$ cat config.mk
export PLATFORM = sky130hd
export DESIGN_NAME = infix_to_postfix_converter_top_flat
export DESIGN_NICKNAME = d
export VERILOG_FILES = /design/src/itp_pkg.sv /design/src/itp_if.sv /design/src/itp_ctrl.sv /design/src/itp_dp.sv /design/src/infix_to_postfix_converter_top.sv /design/src/flat_wrapper.sv
export VERILOG_INCLUDE_DIRS = /design/src /design/src/src
export SDC_FILE = /design/constraint.sdc
export NUM_CORES = 1
export LEC_CHECK = 0
export BUFFER_PORTS_ARGS = -buffer_cell sky130_fd_sc_hd__buf_2
export CORE_UTILIZATION = 45
export CTS_CLUSTER_SIZE = 28
export DETAILED_ROUTE_END_ITERATION = 8
export PLACE_DENSITY = 0.68
export SYNTH_ARGS = -nofsm -noshare
export SYNTH_HDL_FRONTEND = slang
export SYNTH_SLANG_ARGS = --single-unit
$ cat constraint.sdc
create_clock -name clock -period 3.8 [get_ports clock]
set_input_delay 0.38 -clock clock [delete_from_list [all_inputs] [get_ports clock]]
set_output_delay 0.38 -clock clock [all_outputs]
set_load 0.005 [all_outputs]
$ cat src/infix_to_postfix_converter_top_assert.svh
// ----------------------------------------------------------------------------
// infix_to_postfix_converter_top_assert.svh
// assertion macros used by the converter datapath
// ----------------------------------------------------------------------------
`ifndef INFIX_TO_POSTFIX_CONVERTER_TOP_ASSERT_SVH
`define INFIX_TO_POSTFIX_CONVERTER_TOP_ASSERT_SVH

// condition holds at every edge out of reset
`define ITP_ASSERT_ALWAYS(label, cond, msg) \
   label: assert property (@(posedge clock) disable iff (reset) (cond)) else $error(msg);

// consequent holds in the same cycle as the antecedent
`define ITP_ASSERT_IMPLIES(label, ante, cons, msg) \
   label: assert property (@(posedge clock) disable iff (reset) (ante) |-> (cons)) \
      else $error(msg);

// consequent holds in the cycle after the antecedent
`define ITP_ASSERT_NEXT(label, ante, cons, msg) \
   label: assert property (@(posedge clock) disable iff (reset) (ante) |=> (cons)) \
      else $error(msg);

`endif

$ cat src/itp_pkg.sv
// ----------------------------------------------------------------------------
// itp_pkg
// types, character codes and helper functions of the infix to postfix converter
// ----------------------------------------------------------------------------
package itp_pkg;

   localparam int STACK_DEPTH_DEF = 32;
   localparam int CHAR_W          = 8;
   localparam int ERR_W           = 3;

   localparam logic [CHAR_W-1:0] CH_OPEN  = 8'h28;
   localparam logic [CHAR_W-1:0] CH_CLOSE = 8'h29;
   localparam logic [CHAR_W-1:0] CH_POW   = 8'h5E;
   localparam logic [CHAR_W-1:0] CH_MUL   = 8'h2A;
   localparam logic [CHAR_W-1:0] CH_DIV   = 8'h2F;
   localparam logic [CHAR_W-1:0] CH_ADD   = 8'h2B;
   localparam logic [CHAR_W-1:0] CH_SUB   = 8'h2D;
   localparam logic [CHAR_W-1:0] CH_LC_A  = 8'h61;
   localparam logic [CHAR_W-1:0] CH_LC_Z  = 8'h7A;
   localparam logic [CHAR_W-1:0] CH_UC_A  = 8'h41;
   localparam logic [CHAR_W-1:0] CH_UC_Z  = 8'h5A;
   localparam logic [CHAR_W-1:0] CH_NONE  = 8'h00;

   typedef enum logic [2:0] {
      OP_OPEN = 3'd0,
      OP_ADD  = 3'd1,
      OP_SUB  = 3'd2,
      OP_MUL  = 3'd3,
      OP_DIV  = 3'd4,
      OP_POW  = 3'd5
   } op_code_type;

   typedef enum logic [ERR_W-1:0] {
      ERR_NONE      = 3'd0,
      ERR_OVERFLOW  = 3'd1,
      ERR_UNMATCHED = 3'd2,
      ERR_UNCLOSED  = 3'd3,
      ERR_INVALID   = 3'd4
   } err_type;

   typedef enum logic [2:0] {
      CLS_LETTER  = 3'd0,
      CLS_OPEN    = 3'd1,
      CLS_CLOSE   = 3'd2,
      CLS_OP      = 3'd3,
      CLS_INVALID = 3'd4
   } char_class_type;

   typedef enum logic [0:0] {
      ST_IDLE = 1'b0,
      ST_EXEC = 1'b1
   } state_type;

   // controller to datapath
   typedef struct packed {
      logic    load;
      logic    push;
      logic    pop;
      logic    emit_char;
      logic    emit_top;
      logic    emit_status;
      logic    last;
      logic    flag;
      err_type err_code;
      logic    set_closed;
      logic    finish;
   } cmd_type;

   // datapath to controller
   typedef struct packed {
      char_class_type cls;
      logic           is_end;
      logic           closed;
      logic           cnt_zero;
      logic           cnt_gt1;
      logic           cnt_full;
      logic           top_open;
      logic           below_open;
      logic           top_ge;
      logic           below_ge;
      logic           out_free;
   } status_type;

   function automatic char_class_type classify(input logic [CHAR_W-1:0] c);
      char_class_type cls;
      priority if ((c >= CH_LC_A && c <= CH_LC_Z) || (c >= CH_UC_A && c <= CH_UC_Z)) begin
         cls = CLS_LETTER;
      end else if (c == CH_OPEN) begin
         cls = CLS_OPEN;
      end else if (c == CH_CLOSE) begin
         cls = CLS_CLOSE;
      end else if (c == CH_ADD || c == CH_SUB || c == CH_MUL || c == CH_DIV
                   || c == CH_POW) begin
         cls = CLS_OP;
      end else begin
         cls = CLS_INVALID;
      end
      return cls;
   endfunction

   function automatic op_code_type char_to_op(input logic [CHAR_W-1:0] c);
      op_code_type code;
      priority if (c == CH_ADD) begin
         code = OP_ADD;
      end else if (c == CH_SUB) begin
         code = OP_SUB;
      end else if (c == CH_MUL) begin
         code = OP_MUL;
      end else if (c == CH_DIV) begin
         code = OP_DIV;
      end else if (c == CH_POW) begin
         code = OP_POW;
      end else begin
         code = OP_OPEN;
      end
      return code;
   endfunction

   function automatic logic [CHAR_W-1:0] op_char(input op_code_type code);
      logic [CHAR_W-1:0] c;
      unique case (code)
         OP_OPEN: c = CH_OPEN;
         OP_ADD:  c = CH_ADD;
         OP_SUB:  c = CH_SUB;
         OP_MUL:  c = CH_MUL;
         OP_DIV:  c = CH_DIV;
         OP_POW:  c = CH_POW;
         default: c = CH_NONE;
      endcase
      return c;
   endfunction

   function automatic logic [1:0] op_prec(input op_code_type code);
      logic [1:0] p;
      unique case (code)
         OP_ADD, OP_SUB: p = 2'd1;
         OP_MUL, OP_DIV: p = 2'd2;
         OP_POW:         p = 2'd3;
         default:        p = 2'd0;
      endcase
      return p;
   endfunction

endpackage

$ cat src/itp_if.sv
// ----------------------------------------------------------------------------
// itp_if
// valid/ready channels carrying infix characters in and postfix results out
// ----------------------------------------------------------------------------
interface itp_req_if;
   logic                      valid;
   logic                      ready;
   logic [itp_pkg::CHAR_W-1:0] in_char;
   logic                      end_of_expr;

   modport source (output valid, output in_char, output end_of_expr, input ready);
   modport sink   (input valid, input in_char, input end_of_expr, output ready);
endinterface

interface itp_rsp_if;
   logic                      valid;
   logic                      ready;
   logic [itp_pkg::CHAR_W-1:0] out_char;
   logic                      has_char;
   logic                      last;
   logic                      expr_done;
   logic [itp_pkg::ERR_W-1:0]  error_code;

   modport source (output valid, output out_char, output has_char, output last,
                   output expr_done, output error_code, input ready);
   modport sink   (input valid, input out_char, input has_char, input last,
                   input expr_done, input error_code, output ready);
endinterface

$ cat src/itp_ctrl.sv
// ----------------------------------------------------------------------------
// itp_ctrl
// sequencer: takes one item, then, while results can be written, steps it one stack action per cycle
// ----------------------------------------------------------------------------
module itp_ctrl (
   input  logic                clock,
   input  logic                reset,
   input  logic                req_valid,
   output logic                req_ready,
   input  itp_pkg::status_type st,
   output itp_pkg::cmd_type    cmd
);
   import itp_pkg::*;

   state_type state_ff;
   state_type state_in;
   logic      pop_ok;

   always_ff @(posedge clock) begin
      if (reset) begin
         state_ff <= ST_IDLE;
      end else begin
         state_ff <= state_in;
      end
   end

   // next state
   always_comb begin
      state_in = state_ff;
      unique case (state_ff)
         ST_IDLE: begin
            if (req_valid) state_in = ST_EXEC;
         end
         ST_EXEC: begin
            if (cmd.finish) state_in = ST_IDLE;
         end
      endcase
   end

   // operator on top of the stack
   assign pop_ok = !st.cnt_zero && !st.top_open;

   // outputs
   always_comb begin
      cmd          = '0;
      cmd.err_code = ERR_NONE;
      req_ready    = (state_ff == ST_IDLE);
      unique case (state_ff)
         ST_IDLE: begin
            cmd.load = req_valid;
         end
         ST_EXEC: begin
            priority if (st.is_end) begin
               priority if (pop_ok) begin
                  if (st.out_free) begin
                     cmd.pop      = 1'b1;
                     cmd.emit_top = 1'b1;
                  end
               end else if (!st.cnt_zero) begin
                  // leftover open paren is dropped
                  cmd.pop      = 1'b1;
                  cmd.flag     = 1'b1;
                  cmd.err_code = ERR_UNCLOSED;
               end else begin
                  if (st.out_free) begin
                     cmd.emit_status = 1'b1;
                     cmd.last        = 1'b1;
                     cmd.finish      = 1'b1;
                  end
               end
            end else if (st.closed) begin
               cmd.finish = 1'b1;
            end else begin
               unique case (st.cls)
                  CLS_LETTER: begin
                     if (st.out_free) begin
                        cmd.emit_char = 1'b1;
                        cmd.last      = 1'b1;
                        cmd.finish    = 1'b1;
                     end
                  end
                  CLS_OPEN: begin
                     if (st.cnt_full) begin
                        cmd.flag     = 1'b1;
                        cmd.err_code = ERR_OVERFLOW;
                     end else begin
                        cmd.push = 1'b1;
                     end
                     cmd.finish = 1'b1;
                  end
                  CLS_CLOSE: begin
                     priority if (pop_ok) begin
                        if (st.out_free) begin
                           cmd.pop      = 1'b1;
                           cmd.emit_top = 1'b1;
                           cmd.last     = !(st.cnt_gt1 && !st.below_open);
                        end
                     end else if (!st.cnt_zero) begin
                        cmd.pop    = 1'b1;
                        cmd.finish = 1'b1;
                     end else begin
                        cmd.flag       = 1'b1;
                        cmd.err_code   = ERR_UNMATCHED;
                        cmd.set_closed = 1'b1;
                        cmd.finish     = 1'b1;
                     end
                  end
                  CLS_OP: begin
                     priority if (pop_ok && st.top_ge) begin
                        if (st.out_free) begin
                           cmd.pop      = 1'b1;
                           cmd.emit_top = 1'b1;
                           cmd.last     = !(st.cnt_gt1 && !st.below_open && st.below_ge);
                        end
                     end else begin
                        if (st.cnt_full) begin
                           cmd.flag     = 1'b1;
                           cmd.err_code = ERR_OVERFLOW;
                        end else begin
                           cmd.push = 1'b1;
                        end
                        cmd.finish = 1'b1;
                     end
                  end
                  CLS_INVALID: begin
                     cmd.flag     = 1'b1;
                     cmd.err_code = ERR_INVALID;
                     cmd.finish   = 1'b1;
                  end
                  default: begin
                     cmd.finish = 1'b1;
                  end
               endcase
            end
         end
      endcase
   end

endmodule

$ cat src/itp_dp.sv
// ----------------------------------------------------------------------------
// itp_dp
// datapath: input holding register, operator stack, error state, result register
// ----------------------------------------------------------------------------
`include "infix_to_postfix_converter_top_assert.svh"

module itp_dp #(
   parameter int STACK_DEPTH = itp_pkg::STACK_DEPTH_DEF
) (
   input  logic                       clock,
   input  logic                       reset,
   input  logic [itp_pkg::CHAR_W-1:0] req_in_char,
   input  logic                       req_end_of_expr,
   output logic                       rsp_valid,
   input  logic                       rsp_ready,
   output logic [itp_pkg::CHAR_W-1:0] rsp_out_char,
   output logic                       rsp_has_char,
   output logic                       rsp_last,
   output logic                       rsp_expr_done,
   output logic [itp_pkg::ERR_W-1:0]  rsp_error_code,
   input  itp_pkg::cmd_type           cmd,
   output itp_pkg::status_type        st
);
   import itp_pkg::*;

   localparam int CNT_W  = $clog2(STACK_DEPTH + 1);
   localparam int ADDR_W = $clog2(STACK_DEPTH);

   logic [CHAR_W-1:0] char_ff;
   logic              end_ff;
   logic [CNT_W-1:0]  cnt_ff;
   logic [CNT_W-1:0]  cnt_in;
   logic [CNT_W-1:0]  rd_idx;
   logic [ADDR_W-1:0] rd_addr;
   op_code_type       stack_mem [STACK_DEPTH];
   op_code_type       top_ff;
   op_code_type       top_in;
   op_code_type       below_ff;
   op_code_type       in_code;
   err_type           err_ff;
   err_type           err_in;
   logic              closed_ff;
   logic              closed_in;
   logic              emitting;
   logic              out_free;

   logic              rsp_valid_ff;
   logic              rsp_valid_in;
   logic [CHAR_W-1:0] rsp_char_ff;
   logic              rsp_has_ff;
   logic              rsp_last_ff;
   logic              rsp_done_ff;
   err_type           rsp_err_ff;

   assign in_code  = char_to_op(char_ff);
   assign emitting = cmd.emit_char || cmd.emit_top || cmd.emit_status;
   assign out_free = !rsp_valid_ff || rsp_ready;

   // input holding register
   always_ff @(posedge clock) begin
      if (cmd.load) begin
         char_ff <= req_in_char;
         end_ff  <= req_end_of_expr;
      end
   end

   // stack: top kept in a register, the entry below it read ahead from memory
   always_comb begin
      cnt_in = cnt_ff;
      top_in = top_ff;
      priority if (cmd.emit_status) begin
         cnt_in = '0;
      end else if (cmd.push) begin
         cnt_in = cnt_ff + CNT_W'(1);
         top_in = in_code;
      end else if (cmd.pop) begin
         cnt_in = cnt_ff - CNT_W'(1);
         top_in = below_ff;
      end
   end

   assign rd_idx  = cnt_in - CNT_W'(2);
   assign rd_addr = rd_idx[ADDR_W-1:0];

   always_ff @(posedge clock) begin
      if (cmd.push) begin
         stack_mem[cnt_ff[ADDR_W-1:0]] <= in_code;
      end
      below_ff <= stack_mem[rd_addr];
      top_ff   <= top_in;
   end

   always_comb begin
      err_in    = err_ff;
      closed_in = closed_ff;
      if (cmd.emit_status) begin
         err_in    = ERR_NONE;
         closed_in = 1'b0;
      end else begin
         // first error of the expression sticks
         if (cmd.flag && err_ff == ERR_NONE) err_in = cmd.err_code;
         if (cmd.set_closed) closed_in = 1'b1;
      end
   end

   always_ff @(posedge clock) begin
      if (reset) begin
         cnt_ff    <= '0;
         err_ff    <= ERR_NONE;
         closed_ff <= 1'b0;
      end else begin
         cnt_ff    <= cnt_in;
         err_ff    <= err_in;
         closed_ff <= closed_in;
      end
   end

   // result register
   always_comb begin
      rsp_valid_in = rsp_valid_ff;
      if (emitting) begin
         rsp_valid_in = 1'b1;
      end else if (rsp_ready) begin
         rsp_valid_in = 1'b0;
      end
   end

   always_ff @(posedge clock) begin
      if (reset) begin
         rsp_valid_ff <= 1'b0;
      end else begin
         rsp_valid_ff <= rsp_valid_in;
      end
   end

   always_ff @(posedge clock) begin
      if (emitting) begin
         rsp_last_ff <= cmd.last;
         rsp_done_ff <= cmd.emit_status;
         rsp_has_ff  <= !cmd.emit_status;
         priority if (cmd.emit_char) begin
            rsp_char_ff <= char_ff;
            rsp_err_ff  <= ERR_NONE;
         end else if (cmd.emit_top) begin
            rsp_char_ff <= op_char(top_ff);
            rsp_err_ff  <= ERR_NONE;
         end else begin
            rsp_char_ff <= CH_NONE;
            rsp_err_ff  <= err_ff;
         end
      end
   end

   assign rsp_valid      = rsp_valid_ff;
   assign rsp_out_char   = rsp_char_ff;
   assign rsp_has_char   = rsp_has_ff;
   assign rsp_last       = rsp_last_ff;
   assign rsp_expr_done  = rsp_done_ff;
   assign rsp_error_code = rsp_err_ff;

   // status to the controller
   always_comb begin
      st.cls        = classify(char_ff);
      st.is_end     = end_ff;
      st.closed     = closed_ff;
      st.cnt_zero   = (cnt_ff == '0);
      st.cnt_gt1    = (cnt_ff > CNT_W'(1));
      st.cnt_full   = (cnt_ff == CNT_W'(STACK_DEPTH));
      st.top_open   = (top_ff == OP_OPEN);
      st.below_open = (below_ff == OP_OPEN);
      st.top_ge     = (op_prec(top_ff) >= op_prec(in_code));
      st.below_ge   = (op_prec(below_ff) >= op_prec(in_code));
      st.out_free   = out_free;
   end

   `ITP_ASSERT_ALWAYS(a_cnt_bound, cnt_ff <= CNT_W'(STACK_DEPTH), "stack count beyond depth")
   `ITP_ASSERT_IMPLIES(a_push_room, cmd.push, cnt_ff != CNT_W'(STACK_DEPTH), "push on full stack")
   `ITP_ASSERT_IMPLIES(a_pop_nonempty, cmd.pop, cnt_ff != '0, "pop on empty stack")
   `ITP_ASSERT_IMPLIES(a_emit_room, emitting, out_free, "result overwritten while stalled")
   `ITP_ASSERT_NEXT(a_status_clear, cmd.emit_status, cnt_ff == '0 && err_ff == ERR_NONE && !closed_ff, "expression state not cleared")

endmodule

$ cat src/infix_to_postfix_converter_top.sv
// ----------------------------------------------------------------------------
// infix_to_postfix_converter_top
// shunting-yard conversion of an infix character stream to postfix
// ----------------------------------------------------------------------------
// req_chan carries one infix character per item, or an end marker
// (end_of_expr = 1) that closes the expression. rsp_chan returns the postfix
// characters; the result that ends an expression is status only, with
// expr_done set and the first error of the expression in error_code. last
// marks the final result caused by one input item.
// Sequencing: an item is taken when the block is idle, then handled one
// stack action per cycle, pausing while a result cannot be written: an
// action for each operator popped and each leftover '(' dropped at the end
// marker, and a final action that decides the item. A letter passes the
// input holding register and the result register before it is presented on
// rsp_chan; a new item is taken on the cycle after the last action, so the
// block takes no new item before it is done with the last. Each operator
// pushed is popped once. The operator stack memory has one write and one read-ahead of the entry below the top.
// A stalled rsp_chan holds its result register; stepping pauses only when
// another result must be written, and the next item can still be taken.
// Reset empties the stack and clears the error and early-close state; no
// clearing pass is needed, stack entries are only used after being written.
// ----------------------------------------------------------------------------
module infix_to_postfix_converter_top #(
   parameter int STACK_DEPTH = itp_pkg::STACK_DEPTH_DEF
) (
   input  logic      clock,
   input  logic      reset,
   itp_req_if.sink   req_chan,
   itp_rsp_if.source rsp_chan
);
   import itp_pkg::*;

   cmd_type    cmd;
   status_type st;

   itp_ctrl u_ctrl (
      .clock     (clock),
      .reset     (reset),
      .req_valid (req_chan.valid),
      .req_ready (req_chan.ready),
      .st        (st),
      .cmd       (cmd)
   );

   itp_dp #(
      .STACK_DEPTH (STACK_DEPTH)
   ) u_dp (
      .clock           (clock),
      .reset           (reset),
      .req_in_char     (req_chan.in_char),
      .req_end_of_expr (req_chan.end_of_expr),
      .rsp_valid       (rsp_chan.valid),
      .rsp_ready       (rsp_chan.ready),
      .rsp_out_char    (rsp_chan.out_char),
      .rsp_has_char    (rsp_chan.has_char),
      .rsp_last        (rsp_chan.last),
      .rsp_expr_done   (rsp_chan.expr_done),
      .rsp_error_code  (rsp_chan.error_code),
      .cmd             (cmd),
      .st              (st)
   );

endmodule
$ cat src/flat_wrapper.sv
// flat-port wrapper written by rule: the top's interface ports become plain ports
module infix_to_postfix_converter_top_flat import itp_pkg::*;
#(
   parameter int STACK_DEPTH = itp_pkg::STACK_DEPTH_DEF
)
  (clock, reset, req_chan_valid, req_chan_in_char, req_chan_end_of_expr, req_chan_ready, rsp_chan_valid, rsp_chan_out_char, rsp_chan_has_char, rsp_chan_last, rsp_chan_expr_done, rsp_chan_error_code, rsp_chan_ready);
  itp_req_if req_chan_i ();
  itp_rsp_if rsp_chan_i ();
  input  logic clock;
  input  logic reset;
  input wire logic [$bits(req_chan_i.valid)-1:0] req_chan_valid;
  input wire logic [$bits(req_chan_i.in_char)-1:0] req_chan_in_char;
  input wire logic [$bits(req_chan_i.end_of_expr)-1:0] req_chan_end_of_expr;
  output wire logic [$bits(req_chan_i.ready)-1:0] req_chan_ready;
  output wire logic [$bits(rsp_chan_i.valid)-1:0] rsp_chan_valid;
  output wire logic [$bits(rsp_chan_i.out_char)-1:0] rsp_chan_out_char;
  output wire logic [$bits(rsp_chan_i.has_char)-1:0] rsp_chan_has_char;
  output wire logic [$bits(rsp_chan_i.last)-1:0] rsp_chan_last;
  output wire logic [$bits(rsp_chan_i.expr_done)-1:0] rsp_chan_expr_done;
  output wire logic [$bits(rsp_chan_i.error_code)-1:0] rsp_chan_error_code;
  input wire logic [$bits(rsp_chan_i.ready)-1:0] rsp_chan_ready;
  assign req_chan_i.valid = req_chan_valid;
  assign req_chan_i.in_char = req_chan_in_char;
  assign req_chan_i.end_of_expr = req_chan_end_of_expr;
  assign req_chan_ready = req_chan_i.ready;
  assign rsp_chan_valid = rsp_chan_i.valid;
  assign rsp_chan_out_char = rsp_chan_i.out_char;
  assign rsp_chan_has_char = rsp_chan_i.has_char;
  assign rsp_chan_last = rsp_chan_i.last;
  assign rsp_chan_expr_done = rsp_chan_i.expr_done;
  assign rsp_chan_error_code = rsp_chan_i.error_code;
  assign rsp_chan_i.ready = rsp_chan_ready;
  infix_to_postfix_converter_top #(.STACK_DEPTH(STACK_DEPTH)) u_core (.clock(clock), .reset(reset), .req_chan(req_chan_i), .rsp_chan(rsp_chan_i));
endmodule
; After elaboration in Yosys (flattened, before gate mapping)
; Memories as Yosys holds them, arrays and structs flattened. A register that Yosys moved wholly into a read port is not among the register bits.
; Index checks and enable logic that the tools add are counted.
[word_totals]
regBits = 38
output_inout_bits = 16
n_memories = 1
elab_cells = 161
ramBits = 96
in_bits = 13
[op_classes]
eq_ne = 27
addsub = 3
magnitude_cmp = 7
n_mux = 70
reduce_logical = 38
bitwise = 2
[memory_table]
columns = name, depth, word_bits, read_ports, rd_ports_with_merged_regs, wr, line
row1 = u_core.u_dp.stack_mem, 32, 3, 1, 1, 1, itp_dp.sv:35  ; op_code_type stack_mem [STACK_DEPTH];
[op_table]
columns = op, count
row1 = $eq 8x6->1 const B, 6
row2 = $pmux 7 s6, 1
row3 = $mux 6, 6
row4 = $mux 3, 11
row5 = $mux 1, 31
row6 = $eq 3x2->1 const B, 8
row7 = $eq 3x3->1 const B, 7
row8 = $pmux 2 s3, 3
row9 = $ge 8x7->1 const B, 2
row10 = $le 8x7->1 const B, 2
row11 = $mux 4, 4
row12 = $mux 8, 2
row13 = $pmux 4 s4, 1
row14 = $reduce_or 2->1, 8
row15 = $eq 3x1->1 const B, 4
row16 = $logic_not 3->1, 4
row17 = $mux 12, 1
row18 = $mux 5, 2
row19 = $eq 8x7->1 const B, 1
row20 = $logic_or 1x1->1, 8
row21 = $pmux 1 s2, 4
row22 = $logic_and 1x1->1, 7
row23 = $logic_not 1->1, 7
row24 = $add 6x1->6 const B, 1
row25 = 11 further kinds, 16

; Logic depth before layout (Yosys ltp)
; Gate-level depths: netlist (run 1).
[depth]
ltp_word = 22
mapped_depth = 22
ltp_nobuf = 20

; Cells and area by module
; From an unflattened synthesis (run 1), not the netlist that was laid out.
[unflattened]
cells_unflattened = 480
hier_area_um2 = 6378.6
[by_module_without_submodules]
columns = module, area_per_inst_um2, cells_each, instances, seq_area_each_um2
row1 = itp_dp, 6037.0, 433, 1, 3943.8
row2 = itp_ctrl, 341.6, 47, 1, 20.0

; Least setup slack after synthesis (run 1)
; OpenSTA, ideal clock, no wires.
[synth_timing]
kind = reg2reg
startpoint = reg u_core.u_dp.char_ff[0]
endpoint = reg u_core.u_dp.below_ff[0] (read register of u_core.u_dp.stack_mem)
synth_period_minus_slack_ps = 4022
path_buffers = 2
required_time_ps = 3651
setup_slack_ps = -222
stages_incl_launch_ff = 21
t_arrival_ps = 3873
setup_time_ps = 149
cell_sequence = edfxtp_1 -> nor4bb_1 -> and3_1 -> a31oi_1 -> o21ai_0 -> ha_1 -> nand2b_1 -> a21o_1 -> nand2_1 -> o21ai_4 -> a311oi_2 -> nor2_4 -> nor2_8 -> inv_4 -> ha_1 -> clkbuf_1 -> nor2_1 -> clkbuf_1 -> a22oi_1 -> a31oi_1 -> a32oi_1
[synth_between]
elab_chain_len = 20
word_cells_on_any_way = 52
classes_between = add/sub (1) / order compare (5) / eq/ne (15) / mux (21) / reduce/logical (10)
[synth_rtl]
columns = item, line
row1 = "start, declared", itp_dp.sv:29  ; logic [CHAR_W-1:0] char_ff;
row2 = "start signal, assigned", itp_dp.sv:62  ; char_ff <= req_in_char;
row3 = $eq 8x7->1, "itp_pkg.sv:93, itp_pkg.sv:111"
row4 = $mux 3, itp_pkg.sv:111  ; end else if (c == CH_POW) begin
row5 = $mux 3, itp_pkg.sv:109  ; end else if (c == CH_DIV) begin
row6 = $mux 3, itp_pkg.sv:107  ; end else if (c == CH_MUL) begin
row7 = $mux 3, itp_pkg.sv:105  ; end else if (c == CH_SUB) begin
row8 = $mux 3, itp_pkg.sv:103  ; priority if (c == CH_ADD) begin
row9 = $eq 3x2->1 (tied with other cells), itp_pkg.sv:135  ; unique case (code)
row10 = $reduce_or 2->1, itp_pkg.sv:135
row11 = (+4 left out), -
row12 = $pmux 1 s2, itp_ctrl.sv:74  ; unique case (st.cls)
row13 = $mux 4 *, itp_ctrl.sv:71  ; end else if (st.closed) begin
row14 = $mux 1, itp_ctrl.sv:53  ; priority if (st.is_end) begin
row15 = $mux 12 *, itp_ctrl.sv:48  ; unique case (state_ff)
row16 = $mux 6, itp_dp.sv:76  ; end else if (cmd.pop) begin
row17 = $mux 6 *, itp_dp.sv:73  ; end else if (cmd.push) begin
row18 = $mux 6 *, itp_dp.sv:71  ; priority if (cmd.emit_status) begin
row19 = $sub 5x2->5 *, itp_dp.sv:82  ; assign rd_idx = cnt_in - CNT_W'(2);
row20 = "end, declared", itp_dp.sv:38  ; op_code_type below_ff;
; Mark *: on every way between the ends. The rest lies on a longest branch, timed or not.
; A chain may end at the register's enable or synchronous reset.

; Worst setup path after layout (run 1)
; Ends and elaborated chain as after synthesis.

==> out/qor.yml, run 1 <==
cells_and_area:
  drive_above_1_share: 0.2966
  seq_area_sq_um: 3964
  multi_input_area_sq_um: 2579
  area_delta_synth_final_pct: 23.19
  fillCellCount: 1087
  num_antenna_cells: 0
  fin_nets: 654
synthesis:
  synth_edf_count: 122
  synth_top_flop_cell: "edfxtp_1"
  ys_types: 79
  synthCells: 539
  ys_ff_latch: 137
  syn_area_sq_um: 6561
  async_flop_share: 0
  yosysSeqAreaShare: 0.6041
  yosysWarnings: 0
  avgSynthCellArea_sq_um: 12.17
  syn_nets: 562
setup_path:
  endpoint_kind: "flop"
  crit_path_start: "u_core.u_dp.char_ff[0]$_DFFE_PP_"
  worstPathRequired_ps: 4140
  arrival_ps: 4230
  cp_slowest_cell: "edfxtp_1"
  timing_worst_setup_path_type: "reg -> reg"
  start_kind: "flop"
  path_delay_family: "compound AO/OA/AOI/OAI gates"
  max_stage_delay_ps: 460
  r2r-start: "u_core.u_dp.char_ff[0]$_DFFE_PP_"
  path_cells: "nor4bb_4, and3_4, o21ai_2, ha_1, a21oi_4, o31a_1, a21boi_2, a311oi_2, nor2_4, nor2_8, inv_4, ha_4, buf_4, nor2_2, buf_4, a32oi_2, nand4_1, a32oi_1"
  cp_max_fo: 8
  crit_top_cell: "buf_4"
  cp_num_buf_inv: 3
floorplanning:
  start_util: 0.4673
  fp.dieH_um: 122.8
  ios: 29
  core-area_sq_um: 14040
  chipWidth_um: 122.8
  rows: 43
  die-area_sq_um: 15070
timing:
  drv_slew: 0
  fin_skew_ps: 7.232
  tightest_slew_ps: 925.1
  slew_headroom: 0.3820
  finalHoldViolCount: 0
  period_share: 1.023
  finalWorstSetupSlack_ps: -88.94
  holdWs_ps: 131.5
  period_needed_ps: 3889
  rsz0062_at_grt: "yes"
  max_freq_mhz: 257.1
  setup_viol: 3
power_and_ir_drop:
  max-vdd-ir-drop_mv: 0.4550
  p_leak_nw: 3.027
  power_density_nw_per_um2: 490.2
  power_mw: 3.962
placed_design:
  gp_congestion: 0.8888
  portBuffers: 28
  hpwl_mm: 10.37
  place_ws_ps: -320.9
route:
  drt_pass1_iterations: 7
  vias: 4709
  drtIter0Drc: 504
  wl_per_cell_um: 19.12
  ant_nets: 0
  vias_per_cell: 5.715
  drt_wl_total_mm: 15.76
  drc_errors: 0
clock_network:
  cts_tree: "built"
  cts_made_buffers: 17
  clkSlewWorstSetupHoldPaths_ps: 60
  cts_root_buf: "clkbuf_16"
  clkLatencyLatePin_ps: 420
  clock_sinks: 137
  htreeDepth: 4
  clock_path_buffers: 2
outcome:
  outcome: "complete, but fails checks"
  violations: "negative setup slack"
min_path:
  hp-class: "in -> reg"
  hold_start: "req_chan_in_char[0]"
global_routing:
  grt_pass1_wl_mm: 24.50
  first_global_vias: 4604
  grt_max_degree: 34
  grt-ovfl-total: 0
  antenna_found_initial: 0
  grt.total_usage: 0.2235
job:
  cap_viol_max_count: 0
-- cell families (layout without fill, tap and decap cells) --
group,count (synthesis),count (layout),synth area share
flip-flops,137,137,0.6041
buffers and inverters,38,143,0.03528
other,1,1,0.0005715
multiplexers,29,29,0.04825
XOR/XNOR,6,6,0.009154
AO/OA/AOI/OAI,80,80,0.09764
AND/OR/NAND/NOR,238,238,0.1859
adder cells (fa/ha/maj),10,10,0.01907
-- registers in the layout, indices dropped and copies added (netlist names), 3 cells and up --
register	flops
u_core.u_dp.rsp_error_code	3
u_core.u_dp.rsp_out_char	8
u_core.u_dp.top_ff	3
u_core.u_dp.char_ff	8
u_core.u_dp.below_ff	3
u_core.u_dp.cnt_ff	6
u_core.u_dp.err_ff	3
u_core.u_dp.stack_mem	96
-- per-layer routing --
metal	GRT usage	vias to the layer above	wire length, um
met5	0	-	0
met4	0.09070	0	452
met3	0.05530	42	1007
met2	0.3539	211	7687
met1	0.2932	2260	6609
li1	-	2196	-
-- report_power, final --
part           total [mW]  internal, mW  switching (mW)
Sequential           1.74          1.68          0.0548
Combinational       0.727         0.344           0.383
Clock                1.50         0.890           0.608
Total                3.96          2.92            1.05
-- placed cells by master, fill, tap and decap left out, types with 3 or more instances in the layout --
| cell type | instances |
|---|---|
| a21oi_1 | 10 |
| a22oi_1 | 5 |
| clkbuf_16 | 17 |
| nand3_1 | 21 |
| and2_4 | 3 |
| a221oi_2 | 3 |
| edfxtp_1 | 122 |
| inv_1 | 11 |
| nor4_1 | 3 |
| nor2_4 | 3 |
| nand2_1 | 74 |
| a31oi_1 | 4 |
| nand4_1 | 6 |
| nand2b_1 | 5 |
| nor2b_1 | 7 |
| dfxtp_1 | 15 |
| and2_1 | 5 |
| clkinv_2 | 5 |
| a21o_1 | 3 |
| mux2i_1 | 26 |
| nor2_1 | 49 |
| nor3_1 | 14 |
| and3_1 | 4 |
| a32oi_1 | 9 |
| nor3b_1 | 3 |
| o21ai_0 | 8 |
| clkinvlp_4 | 4 |
| nor2_2 | 8 |
| or3_1 | 4 |
| buf_4 | 62 |
| ha_1 | 9 |
| buf_2 | 28 |
| a22o_1 | 3 |
| a211oi_1 | 5 |
| buf_6 | 6 |
-- worst register-to-register path, stage by stage, from the launching register on --
cell and delay, ps:
edfxtp_1 460, nor4bb_4 360, and3_4 270, o21ai_2 80
ha_1 360, a21oi_4 80, o31a_1 250, a21boi_2 170
a311oi_2 340, nor2_4 80, nor2_8 110, inv_4 50
ha_4 320, buf_4 130, nor2_2 40, buf_4 140
a32oi_2 200, nand4_1 130, a32oi_1 230
-- cell type report --
cell class	count	area share
inverter	12	0.005882
tap	180	0.02786
sequential	137	0.4904
clock inverter	13	0.01316
multi-input combinational	364	0.3190
clock buffer	19	0.05356
timing repair buffer	99	0.09009
-- cell usage after synthesis (2+ instances only) --
master / count / share of area
nand2b_1: 7 / 0.0067
or3b_1: 2 / 0.0027
a32oi_1: 10 / 0.013
inv_1: 11 / 0.0063
nand2_1: 75 / 0.043
and2_1: 7 / 0.0067
buf_6: 6 / 0.010
a211oi_1: 5 / 0.0057
nor3_1: 15 / 0.011
nor4_1: 3 / 0.0029
a41oi_1: 3 / 0.0040
o21ai_4: 2 / 0.0050
nor2b_1: 7 / 0.0067
or2_1: 2 / 0.0019
o31ai_1: 2 / 0.0023
o21ai_0: 10 / 0.0076
nor2_2: 2 / 0.0019
xnor2_1: 4 / 0.0053
ha_1: 10 / 0.019
mux2i_1: 26 / 0.040
a221oi_1: 2 / 0.0027
or3_1: 4 / 0.0038
and2_4: 2 / 0.0027
dfxtp_1: 15 / 0.046
a21oi_1: 11 / 0.0084
clkbuf_1: 11 / 0.0063
mux4_2: 2 / 0.0069
and4_1: 2 / 0.0027
nor2_1: 56 / 0.032
a21o_1: 3 / 0.0034
edfxtp_1: 122 / 0.56
nand3_1: 21 / 0.016
a22o_1: 4 / 0.0053
nor3_4: 2 / 0.0050
a31oi_1: 5 / 0.0048
a22oi_1: 5 / 0.0057
and3_1: 6 / 0.0057
or2_2: 2 / 0.0019
nor2_4: 2 / 0.0034
buf_2: 5 / 0.0038
nand4_1: 6 / 0.0057
nor3b_1: 4 / 0.0046
buf_4: 2 / 0.0023
-- worst paths after layout --
path / slack [ps] / end / cells after the start
worst max-delay path: -90 / u_core.u_dp.below_ff[0]$_DFF_P_ / 18
worst min-delay path: 130 / u_core.u_dp.char_ff[0]$_DFFE_PP_ / 1
worst max register to register: -90 / u_core.u_dp.below_ff[0]$_DFF_P_ / 18
worst min register to register: 480 / u_core.u_dp.err_ff[0]$_SDFFE_PP0P_ / 2
-- timing repair --
item | in CTS | in global routing
cloned | 0 | 0
setup endpoints to repair | 3 | 3
pin swaps | 14 | 15
resized for setup | 16 | 30
buffers inserted | 9 | 11
hold buffers | 0 | 0
-- metrics by stage --
step,utilization,cells,setup TNS [ps],instance area (sq um)
floorplan,-,539,0,6571
global placement,0.5099,772,-343.6,7161
detailed placement,0.5099,772,-756.4,7161
CTS,0.5589,813,0,7849
global route,0.5756,824,-548.5,8083
finish,0.5756,824,-172.6,8083
Power figures use the tool's default switching activity.
==> inputs of run 2 (changes only) <==
--- a/config.mk
+++ b/config.mk
@@ -6,7 +6,7 @@
 export SDC_FILE = /design/constraint.sdc
 export NUM_CORES = 1
 export LEC_CHECK = 0
-export BUFFER_PORTS_ARGS = -buffer_cell sky130_fd_sc_hd__buf_2
+export BUFFER_PORTS_ARGS = -buffer_cell sky130_fd_sc_hd__clkbuf_2
 export CORE_UTILIZATION = 45
 export CTS_CLUSTER_SIZE = 28
 export DETAILED_ROUTE_END_ITERATION = 8
==> out/qor.yml, run 2 (synthesis gave the netlist of run 1 again) <==
outcome:
  outcome: "complete, but fails checks"
  violations: "negative setup slack"
global_routing:
  use_met1: 0.2828
  grt_pass1_wl_mm: 24.49
  met2_usage: 0.3596
  antenna_found_initial: 0
  use_met3: 0.05483
  grt.busiest_layer: "met2"
  grt_max_degree: 34
  grt-ovfl-total: 0
  grt.total_usage: 0.2230
  first_global_vias: 4654
route:
  ant_nets: 0
  vias_per_cell: 5.706
  drc_errors: 0
  drtIter0Drc: 394
  wl_per_cell_um: 18.78
  drt_pass1_iterations: 5
  drt_wl_total_mm: 15.40
  vias: 4679
placed_design:
  hpwl_mm: 10.18
  dp.cells: 772
  portBuffers: 28
  gp_congestion: 0.8955
timing:
  drv_slew: 0
  holdWs_ps: 130.6
  slew_headroom: 0.3807
  period_share: 1.020
  fin_skew_ps: 14.90
  finalHoldViolCount: 0
  max_freq_mhz: 257.9
  finalWorstSetupSlack_ps: -77.50
  period_needed_ps: 3878
  rsz0062_at_grt: "yes"
  tightest_slew_ps: 927.0
  setup_viol: 3
floorplanning:
  die-area_sq_um: 15070
  chipWidth_um: 122.8
  start_util: 0.4673
  rows: 43
  fp.dieH_um: 122.8
  ios: 29
  core-area_sq_um: 14040
setup_path:
  endpoint_kind: "flop"
  start_kind: "flop"
  max_stage_delay_ps: 410
  worstPathRequired_ps: 4130
  crit_top_cell: "and3_4"
  timing_worst_setup_path_type: "reg -> reg"
  path_cells: "nor4bb_2, and3_4, a31oi_2, o21ai_2, ha_1, nand2b_4, a21o_1, nand2_2, o21ai_4, buf_6, and3_4, or3b_4, and2_1, xnor2_1, nor4b_1, a31oi_1, o311ai_1"
  cp_max_fo: 6
  crit_path_start: "u_core.u_dp.char_ff[0]$_DFFE_PP_"
  ff2ff_path_depth: 17
  rrSetupSlack_ps: -80
  arrival_ps: 4210
  r2r-start: "u_core.u_dp.char_ff[0]$_DFFE_PP_"
  cp_slowest_cell: "edfxtp_1"
clock_network:
  cts_tree: "built"
  clock_path_buffers: 2
  holdBufCountCts: 0
  htreeDepth: 4
  clkSlewWorstSetupHoldPaths_ps: 60
  cts_made_buffers: 17
  cts_root_buf: "clkbuf_16"
  clkLatencyLatePin_ps: 420
  clock_sinks: 137
cells_and_area:
  drive_above_1_share: 0.2875
  area_delta_synth_final_pct: 22.79
  final_common_cell: "edfxtp_1"
  num_antenna_cells: 0
  fin_nets: 650
  final_cell_count_no_fill: 820
  final_util: 0.5737
  largest_reg_flops: 96
  mostFrequentLayoutCells: "122 x edfxtp_1, 74 x nand2_1, 61 x buf_4"
min_path:
  hp-class: "in -> reg"
  hold_depth: 1
  hold_start: "req_chan_in_char[4]"
power_and_ir_drop:
  p_leak_nw: 2.998
  max-vdd-ir-drop_mv: 0.4446
  power_density_nw_per_um2: 506.3
job:
  cap_viol_max_count: 0
-- run 2: changes by cell type in the layout (fill, tap and decap cells not counted), moves of 2 or more --
| cell | change |
|---|---|
| buf_2 | -28 |
| xnor2_2 | -2 |
| or3_4 | +2 |
| inv_6 | +3 |
| buf_12 | -2 |
| a221oi_2 | -2 |
| clkbuf_1 | -2 |
| a21boi_2 | -2 |
| bufinv_16 | +2 |
| buf_6 | -3 |
| xnor2_1 | +2 |
| clkbuf_2 | +28 |
-- run 2: worst max-delay path: cells and delay by family, from the launching register on --
| kind | cells | cell delay (ps) |
|---|---|---|
| AO/OA/AOI/OAI | 6 | 690 |
| XOR/XNOR | 1 | 300 |
| adder cells (fa/ha/maj) | 1 | 260 |
| buffers and inverters | 1 | 160 |
| flip-flops | 1 | 410 |
| AND/OR/NAND/NOR | 8 | 1970 |
-- run 2: report_power, final --
group / internal (mW) / total [mW] / switching, mW
logic: 0.317 / 0.687 / 0.370
clock network: 1.03 / 1.65 / 0.626
registers: 1.68 / 1.74 / 0.0555
-- run 2: layer usage --
layer | routed length (um) | vias up
li1 | - | 2200
met1 | 6692 | 2280
met2 | 7361 | 171
met3 | 909 | 28
met4 | 433 | 0
met5 | 0 | -
-- run 2: final cells by class --
class / instances / area (sq um)
Multi-Input combinational cell: 366 / 2576
Inverter: 12 / 47.55
Clock inverter: 15 / 171.4
Sequential cell: 137 / 3964
Timing Repair Buffer: 93 / 646.9
Fill cell: 1132 / 5986
Clock buffer: 17 / 425.4
Tap cell: 180 / 225.2
-- run 2: through the flow --
stage	setup TNS, ps	power [mW]	setup slack [ps]	area [sq um]
CTS	0	4.029	0.7900	7853
finish	-134.4	4.079	-77.50	8056
global route	-658.7	4.217	-236.1	8056
detailed placement	-599.1	2.361	-219.0	7136
global placement	-341.5	2.348	-119.0	7136
floorplan	0	2.168	10.80	6571
-- run 2: timing repair --
item	4_1_cts	5_1_grt
gates cloned	2	0
pin swaps	11	18
buffers inserted	7	7
endpoints found under the setup margin	3	3
resized for setup	14	27
-- run 2: final timing paths --
| kind | to |
|---|---|
| setup / recovery | u_core.u_dp.below_ff[1]$_DFF_P_ |
| hold / removal | u_core.u_dp.char_ff[4]$_DFFE_PP_ |
| setup reg to reg | u_core.u_dp.below_ff[1]$_DFF_P_ |
| hold reg to reg | u_core.u_dp.err_ff[0]$_SDFFE_PP0P_ |
